**config.mk**
```make
export PLATFORM = sky130hd
export DESIGN_NAME = rational_mul_div_reduce
export DESIGN_NICKNAME = d
export VERILOG_FILES = /design/src/hdl/rmdr_pkg.sv /design/src/hdl/rational_mul_div_reduce.sv /design/src/hdl/rmdr_div.sv /design/src/hdl/rmdr_datapath.sv /design/src/hdl/rmdr_ctrl.sv
export SDC_FILE = /design/constraint.sdc
export NUM_CORES = 2
export LEC_CHECK = 0
export BUFFER_PORTS_ARGS = -buffer_cell sky130_fd_sc_hd__buf_2
export CORE_ASPECT_RATIO = 0.5
export CORE_MARGIN = 3
export CORE_UTILIZATION = 40
export CTS_BUF_LIST = sky130_fd_sc_hd__clkbuf_4
export DETAILED_ROUTE_END_ITERATION = 7
export GPL_TIMING_DRIVEN = 0
export HOLD_SLACK_MARGIN = 0.1
export PLACE_DENSITY_LB_ADDON = 0.08
export SYNTH_ARGS = -nofsm -noshare
export SYNTH_HDL_FRONTEND = slang
export SYNTH_HIERARCHICAL = 1
export SYNTH_SLANG_ARGS = --single-unit
export TNS_END_PERCENT = 30
```
**constraint.sdc**
```tcl
create_clock -name clk -period 13.41 [get_ports clk]
set_clock_uncertainty 0.15 [all_clocks]
set_input_delay 0.6705 -clock clk [delete_from_list [all_inputs] [get_ports clk]]
set_output_delay 0.6705 -clock clk [all_outputs]
set_load 0.02 [all_outputs]
```
**src/hdl/rmdr_pkg.sv**
```systemverilog
// ---------------------------------------------------------------------------
// Rational multiply/divide package
// Request and result types and codes shared by the rational reduce block.
// ---------------------------------------------------------------------------
package rmdr_pkg;

	localparam logic [0:0] CMD_MUL = 1'b0;
	localparam logic [0:0] CMD_DIV = 1'b1;

	localparam logic [1:0] ERR_OK    = 2'd0;
	localparam logic [1:0] ERR_ZDEN  = 2'd1;
	localparam logic [1:0] ERR_RANGE = 2'd2;

	typedef struct packed {
		logic        cmd;
		logic [31:0] a_num;
		logic [30:0] a_den;
		logic [31:0] b_num;
		logic [30:0] b_den;
	} req_t;

	typedef struct packed {
		logic [31:0] res_num;
		logic [30:0] res_den;
		logic [1:0]  error;
	} res_t;

	// Datapath operations issued by the controller.
	typedef enum logic [2:0] {
		OP_NONE, OP_LOAD, OP_MUL, OP_DIV, OP_GCD_SWAP, OP_REDUCE_N, OP_REDUCE_D, OP_FINISH
	} op_t;

	typedef struct packed {
		op_t  op;
		logic div_start;
	} cmd_t;

	typedef struct packed {
		logic div_done;
		logic den_zero;
		logic num_zero;
		logic rem_zero;
	} sts_t;

endpackage

```
**src/hdl/rational_mul_div_reduce.sv**
```systemverilog
// Each Euclid step runs one division on the 64-bit radix-2 divider; a zero
// numerator or denominator skips the Euclid loop and the reduction.
// Throughput: one request at a time; start is taken only while busy is low,
// and busy falls the cycle after the valid strobe.
// The result is shown for one cycle with valid; the receiver cannot stall.
// Reset (arst_n low) returns the controller to idle; no request survives.
// ---------------------------------------------------------------------------
// Rational multiply/divide with reduction
// Forms the exact cross products and reduces them by their GCD.
// ---------------------------------------------------------------------------
module rational_mul_div_reduce #(
	parameter int WIDTH = 32
) (
	input  logic           clk,
	input  logic           arst_n,
	input  logic           start,
	input  rmdr_pkg::req_t req,
	output logic           busy,
	output logic           valid,
	output rmdr_pkg::res_t res
);

	rmdr_pkg::cmd_t ctl;
	rmdr_pkg::sts_t sts;
	logic           busy_i;

	rmdr_ctrl u_ctrl (
		.clk   (clk),
		.arst_n(arst_n),
		.start (start && !busy_i),
		.sts   (sts),
		.ctl   (ctl),
		.busy  (busy_i),
		.valid (valid)
	);

	rmdr_datapath #(.WIDTH(WIDTH)) u_dp (
		.clk   (clk),
		.arst_n(arst_n),
		.req   (req),
		.ctl   (ctl),
		.sts   (sts),
		.res   (res)
	);

	assign busy = busy_i;

endmodule

```
**src/hdl/rmdr_div.sv**
```systemverilog
// ---------------------------------------------------------------------------
// Radix-2 restoring divider
// Divides two 64-bit unsigned values, one quotient bit per cycle.
// ---------------------------------------------------------------------------
module rmdr_div (
	input  logic        clk,
	input  logic        arst_n,
	input  logic        start,
	input  logic [63:0] dividend,
	input  logic [63:0] divisor,
	output logic        done,
	output logic [63:0] quot,
	output logic [63:0] rem
);

	logic [63:0] q_q;
	logic [63:0] r_q;
	logic [63:0] d_q;
	logic [6:0]  cnt_q;
	logic        run_q;
	logic [64:0] trial;
	logic [64:0] shifted;

	// Shift in the next dividend bit and try a subtract.
	assign shifted = {r_q, q_q[63]};
	assign trial   = shifted - {1'b0, d_q};

	always_ff @(posedge clk or negedge arst_n) begin
		if (!arst_n) begin
			run_q <= 1'b0;
			cnt_q <= '0;
			done  <= 1'b0;
		end else begin
			done <= 1'b0;
			if (start) begin
				run_q <= 1'b1;
				cnt_q <= 7'd0;
			end else if (run_q) begin
				cnt_q <= cnt_q + 7'd1;
				if (cnt_q == 7'd63) begin
					run_q <= 1'b0;
					done  <= 1'b1;
				end
			end
		end
	end

	// Partial remainder and quotient registers.
	always_ff @(posedge clk) begin
		if (start) begin
			q_q <= dividend;
			r_q <= '0;
			d_q <= divisor;
		end else if (run_q) begin
			if (!trial[64]) begin
				r_q <= trial[63:0];
				q_q <= {q_q[62:0], 1'b1};
			end else begin
				r_q <= shifted[63:0];
				q_q <= {q_q[62:0], 1'b0};
			end
		end
	end

	assign quot = q_q;
	assign rem  = r_q;

endmodule

```
**src/hdl/rmdr_datapath.sv**
```systemverilog
// ---------------------------------------------------------------------------
// Rational reduce datapath
// Holds the cross products, the Euclid operands and the shared divider.
// ---------------------------------------------------------------------------
module rmdr_datapath #(
	parameter int WIDTH = 32
) (
	input  logic          clk,
	input  logic          arst_n,
	input  rmdr_pkg::req_t req,
	input  rmdr_pkg::cmd_t ctl,
	output rmdr_pkg::sts_t sts,
	output rmdr_pkg::res_t res
);

	localparam logic [63:0] LIM = (64'd1 << (WIDTH - 1)) - 64'd1;

	logic        cmd_q;
	logic        neg_q;
	logic [31:0] an_q, bn_q, ad_q, bd_q;
	logic [63:0] n_q, d_q, x_q, y_q;
	logic [63:0] div_a, div_b, quot, rem;
	logic [31:0] an_mag, bn_mag;
	logic [31:0] mul_a, mul_b;
	logic [63:0] prod;
	logic        div_done;
	logic        out_range;

	// Magnitudes of the signed numerators.
	assign an_mag = req.a_num[31] ? (~req.a_num + 32'd1) : req.a_num;
	assign bn_mag = req.b_num[31] ? (~req.b_num + 32'd1) : req.b_num;

	// One 32x32 multiplier shared by the two cross products.
	always_comb begin
		if (ctl.op == rmdr_pkg::OP_MUL) begin
			mul_a = an_q;
			mul_b = (cmd_q == rmdr_pkg::CMD_DIV) ? bd_q : bn_q;
		end else begin
			mul_a = ad_q;
			mul_b = (cmd_q == rmdr_pkg::CMD_DIV) ? bn_q : bd_q;
		end
	end
	assign prod = mul_a * mul_b;

	// Divider operands follow the step in progress.
	always_comb begin
		case (ctl.op)
			rmdr_pkg::OP_REDUCE_N: begin
				div_a = n_q;
				div_b = x_q;
			end
			rmdr_pkg::OP_REDUCE_D: begin
				div_a = d_q;
				div_b = x_q;
			end
			default: begin
				div_a = x_q;
				div_b = y_q;
			end
		endcase
	end

	rmdr_div u_div (
		.clk     (clk),
		.arst_n  (arst_n),
		.start   (ctl.div_start),
		.dividend(div_a),
		.divisor (div_b),
		.done    (div_done),
		.quot    (quot),
		.rem     (rem)
	);

	assign out_range = (d_q > LIM) || (n_q > (neg_q ? LIM + 64'd1 : LIM));

	// Operand and result registers.
	always_ff @(posedge clk) begin
		case (ctl.op)
			rmdr_pkg::OP_LOAD: begin
				cmd_q <= req.cmd;
				neg_q <= req.a_num[31] ^ req.b_num[31];
				an_q  <= an_mag;
				bn_q  <= bn_mag;
				ad_q  <= {1'b0, req.a_den};
				bd_q  <= {1'b0, req.b_den};
			end
			rmdr_pkg::OP_MUL: begin
				n_q <= prod;
				x_q <= prod;
			end
			rmdr_pkg::OP_DIV: begin
				d_q <= prod;
				y_q <= prod;
			end
			rmdr_pkg::OP_GCD_SWAP: begin
				x_q <= y_q;
				y_q <= rem;
			end
			rmdr_pkg::OP_REDUCE_N: n_q <= quot;
			rmdr_pkg::OP_REDUCE_D: d_q <= quot;
			rmdr_pkg::OP_FINISH: begin
				if (d_q == 64'd0) begin
					res <= {32'd0, 31'd1, rmdr_pkg::ERR_ZDEN};
				end else if (n_q == 64'd0) begin
					res <= {32'd0, 31'd1, rmdr_pkg::ERR_OK};
				end else if (out_range) begin
					res <= {32'd0, 31'd1, rmdr_pkg::ERR_RANGE};
				end else begin
					res.res_num <= neg_q ? (32'd0 - n_q[31:0]) : n_q[31:0];
					res.res_den <= d_q[30:0];
					res.error   <= rmdr_pkg::ERR_OK;
				end
			end
			default: ;
		endcase
	end

	assign sts.div_done = div_done;
	assign sts.den_zero = (d_q == 64'd0);
	assign sts.num_zero = (n_q == 64'd0);
	assign sts.rem_zero = (y_q == 64'd0);

endmodule

```
**src/hdl/rmdr_ctrl.sv**
```systemverilog
// ---------------------------------------------------------------------------
// Rational reduce controller
// Sequences load, products, Euclid loop, reduction and result strobe.
// ---------------------------------------------------------------------------
module rmdr_ctrl (
	input  logic           clk,
	input  logic           arst_n,
	input  logic           start,
	input  rmdr_pkg::sts_t sts,
	output rmdr_pkg::cmd_t ctl,
	output logic           busy,
	output logic           valid
);

	localparam logic [3:0] S_IDLE  = 4'd0;
	localparam logic [3:0] S_MUL   = 4'd1;
	localparam logic [3:0] S_DIV   = 4'd2;
	localparam logic [3:0] S_CHECK = 4'd3;
	localparam logic [3:0] S_GTEST = 4'd4;
	localparam logic [3:0] S_GWAIT = 4'd5;
	localparam logic [3:0] S_NWAIT = 4'd6;
	localparam logic [3:0] S_DWAIT = 4'd7;
	localparam logic [3:0] S_FIN   = 4'd8;
	localparam logic [3:0] S_OUT   = 4'd9;

	logic [3:0] state_q, state_d;
	logic       launch_q, launch_d;

	// Next state and datapath command.
	always_comb begin
		state_d       = state_q;
		launch_d      = 1'b0;
		ctl.op        = rmdr_pkg::OP_NONE;
		ctl.div_start = 1'b0;
		unique case (state_q)
			S_IDLE: begin
				if (start) begin
					ctl.op  = rmdr_pkg::OP_LOAD;
					state_d = S_MUL;
				end
			end
			S_MUL: begin
				ctl.op  = rmdr_pkg::OP_MUL;
				state_d = S_DIV;
			end
			S_DIV: begin
				ctl.op  = rmdr_pkg::OP_DIV;
				state_d = S_CHECK;
			end
			S_CHECK: begin
				state_d = (sts.den_zero || sts.num_zero) ? S_FIN : S_GTEST;
			end
			S_GTEST: begin
				if (sts.rem_zero) begin
					ctl.op        = rmdr_pkg::OP_REDUCE_N;
					ctl.div_start = 1'b1;
					state_d       = S_NWAIT;
				end else begin
					ctl.div_start = 1'b1;
					state_d       = S_GWAIT;
				end
			end
			S_GWAIT: begin
				if (sts.div_done) begin
					ctl.op  = rmdr_pkg::OP_GCD_SWAP;
					state_d = S_GTEST;
				end
			end
			S_NWAIT: begin
				if (sts.div_done) begin
					ctl.op        = rmdr_pkg::OP_REDUCE_N;
					launch_d      = 1'b1;
					state_d       = S_DWAIT;
				end else begin
					ctl.op = rmdr_pkg::OP_NONE;
				end
			end
			S_DWAIT: begin
				if (launch_q) begin
					ctl.op        = rmdr_pkg::OP_REDUCE_D;
					ctl.div_start = 1'b1;
				end else if (sts.div_done) begin
					ctl.op  = rmdr_pkg::OP_REDUCE_D;
					state_d = S_FIN;
				end
			end
			S_FIN: begin
				ctl.op  = rmdr_pkg::OP_FINISH;
				state_d = S_OUT;
			end
			S_OUT: state_d = S_IDLE;
			default: state_d = S_IDLE;
		endcase
	end

	always_ff @(posedge clk or negedge arst_n) begin
		if (!arst_n) begin
			state_q  <= S_IDLE;
			launch_q <= 1'b0;
		end else begin
			state_q  <= state_d;
			launch_q <= launch_d;
		end
	end

	assign busy  = (state_q != S_IDLE);
	assign valid = (state_q == S_OUT);

endmodule

```
==> impl_metrics.toml <==
[outcome]
outcome = "completed"

[sta]
min_period_over_period = 0.968
max_slew_margin = 0.212
hold_viol_final = 0
setup_violations = 0
worst_pin_slew_ns = 1.17
clock.fmax_mhz = 77.1
post-route-min-period_ns = 12.98
setup_ws_ns = 0.432
slew_viol_final = 0

[placed_design]
hpwl_um = 209000
place_congestion = 0.993
dpl_cell_area_mm2 = 0.0715
dp.cells = 9403
post-place-ws_ns = -3.21
portBuffers = 195

[grt]
grt_max_degree = 60
grt_pass1_vias = 53741
grt_pass1_wl_um = 371000
gr-total-overflow = 0
grt_usage = 0.296
antenna_found_initial = 12

[setup_path]
cp_common_cell = "fa_1"
endpoint_kind = "flop"
arrival_ns = 13.62
cpPeakStageDelay_ns = 0.66
critPathMaxFanout = 10
crit_required_ns = 14.05
startpoint_type = "flop"
critPathKind = "flop to flop"
cp_slowest_cell = "mux2i_2"

[job]
cap_violations = 0

[logic_synthesis]
synthTopCellsByArea = "fa_1, edfxtp_1, ha_1"
async_reset_ff_frac = 0.0214
synth_cells = 6979
yosys.area.top_type_share = 0.267
avgSynthCellArea_um2 = 9.62
synthDistinctLibCells = 86
ys_seq_area_frac = 0.282
ys_ff_latch = 655
synth-main-ff-cell = "edfxtp_1"
synthTopCellsByCount = "nand2_1, inv_1, fa_1"
yosysMostFrequentCell = "nand2_1"
synth_edf_count = 577
synth_fp_nets = 8369
synth_warnings = 6
syn-cell-area_mm2 = 0.0672
yosysTopAreaCell = "fa_1"

[final_layout]
fin_cells = 9898
stdcell_area_mm2 = 0.0763
area_delta_synth_final_pct = 13.6
fin_nets = 8977
drive_above_1_share = 0.121

[cts]
cts.sinks = 655
cts_tree = "built"
clk_pin_slew_ns = 0.08
clockBufferDepth = 4
htree_num_levels = 4
insertion_delay_ns = 1.13
clockRootBuffer = "clkbuf_4"
cts-buffers-inserted = 168

[drt]
route.detailed.drc = 0
drtAntennaViolNets = 0
post_drt_wl_per_cell_um = 26.0
viasPerCell = 5.46
dr_wl_met2_um = 107000
drt_wl_total_um = 257000
wl_met1_um = 116000
dr_wl_met3_um = 25900
highest_layer = "met4"
drt_iter0_markers = 5424
via_count = 54031
firstDrtPassIters = 6

[floorplanning]
rows = 105
boundaryPins = 197
die_w_um = 585
die_area_mm2 = 0.173
core_area_mm2 = 0.165
start_util = 0.406
die_h_um = 296

[worst_hold_path]
hold_path_class = "primary input to flop"
cell type report:
type                            instances  area [um2]
Antenna cell                            9        22.5
Buffer                                345        1470
Clock buffer                          242        1820
Clock inverter                         37         283
Fill cell                           16040       89100
Inverter                             1010        3790
Multi-Input combinational cell       4964       43500
Sequential cell                       655       19000
Tap cell                             2193        2740
Timing Repair Buffer                  443        3640
through the flow:
stage / util / TNS [ns] / hold slack, ns
2_1_floorplan: - / 0 / 0.225
3_3_place_gp: 0.429 / -1182.37 / 0.360
3_5_place_dp: 0.433 / -333.48 / 0.369
4_1_cts: 0.460 / -0.301 / 0.100
5_1_grt: 0.461 / -0.0285 / 0.112
6_report: 0.461 / 0 / 0.222
worst max-delay path: cells and delay by family (launching register included):
family	cells	cell delay, ns
AO/OA/AOI/OAI	10	2.63
XOR/XNOR	1	0.37
adder cells (fa/ha/maj)	9	4.63
buffers and inverters	9	1.98
flip-flops	1	0.43
multiplexers	1	0.66
AND/OR/NAND/NOR	7	1.81
per-layer routing:
layer  up-vias  GRT usage
met3       357     0.0755
met4         0     0.0836
li1      23956          -
met5         -          0
met1     27288      0.434
met2      2430      0.431
cells in the final DEF (no fill, tap or decap), types with 20 or more instances in the layout:
cell type	count
mux2_2	230
clkbuf_1	213
o21a_1	23
o31ai_1	30
o21bai_1	20
nand2b_1	32
nor2_1	845
clkbuf_4	245
inv_1	1008
or3_1	20
a211oi_1	57
and2_1	53
buf_6	24
nand2_1	1124
o21ai_0	151
a22oi_1	69
xor2_1	74
nand4_1	66
buf_2	216
clkinv_1	24
dlygate4sd3_1	209
a21o_1	94
xnor2_1	131
fa_1	897
clkbuf_2	78
ha_1	363
buf_1	22
nor4_1	58
mux2i_1	72
dfxtp_1	64
edfxtp_1	577
nand3_1	35
nor3_1	47
a21oi_1	198
a31oi_1	26
mux2i_2	31
state kept, by name, indices dropped and copies added (netlist names):
| register | count |
|---|---|
| u_dp/u_div/rem | 64 |
| u_dp/neg_q | 1 |
| u_dp/cmd_q | 1 |
| u_ctrl/launch_q | 1 |
| u_dp/u_div/run_q | 1 |
| u_dp/n_q | 64 |
| u_dp/d_q | 64 |
| u_ctrl/state_q | 4 |
| u_dp/u_div/quot | 64 |
| u_dp/bd_q | 31 |
| u_dp/bn_q | 32 |
| u_dp/y_q | 64 |
| u_dp/u_div/done | 1 |
| u_dp/ad_q | 31 |
| u_dp/u_div/d_q | 64 |
| u_dp/res | 65 |
| u_dp/x_q | 64 |
| u_dp/u_div/cnt_q | 7 |
| u_dp/an_q | 32 |
worst paths after layout:
path | start | endpoint | slack [ns] | cells after the start
min in group asynchronous | arst_n | u_ctrl/state_q[3] | 0.62 | 3
worst min register to register | u_dp/u_div/quot[23] | u_dp/d_q[23] | 0.33 | 2
worst min-delay path | req[82] | u_dp/ad_q[19] | 0.22 | 2
worst max-delay path | u_dp/y_q[30] | u_dp/x_q[61] | 0.43 | 37
max in group asynchronous | arst_n | u_dp/u_div/cnt_q[0] | 11.91 | 3
worst max register to register | u_dp/y_q[30] | u_dp/x_q[61] | 0.43 | 37
cell families (layout without fill, tap and decap cells):
group | Yosys count | in the layout | share of synthesized area
XOR/XNOR | 209 | 209 | 0.0273
multiplexers | 349 | 349 | 0.0564
buffers and inverters | 1360 | 2077 | 0.0768
flip-flops | 655 | 655 | 0.282
AO/OA/AOI/OAI | 774 | 774 | 0.0743
adder cells (fa/ha/maj) | 1260 | 1260 | 0.335
other | 0 | 9 | 0
AND/OR/NAND/NOR | 2372 | 2372 | 0.148
timing repair:
action                                 4_1_cts  5_1_grt
resized for setup                          114       86
endpoints found under the hold margin      144        0
setup buffers                                1        1
hold buffers                               209        0
setup endpoints to repair                  198       79
Power is not shown: default switching activity piles up to over one toggle a cycle in this logic, so the estimate is an artifact.
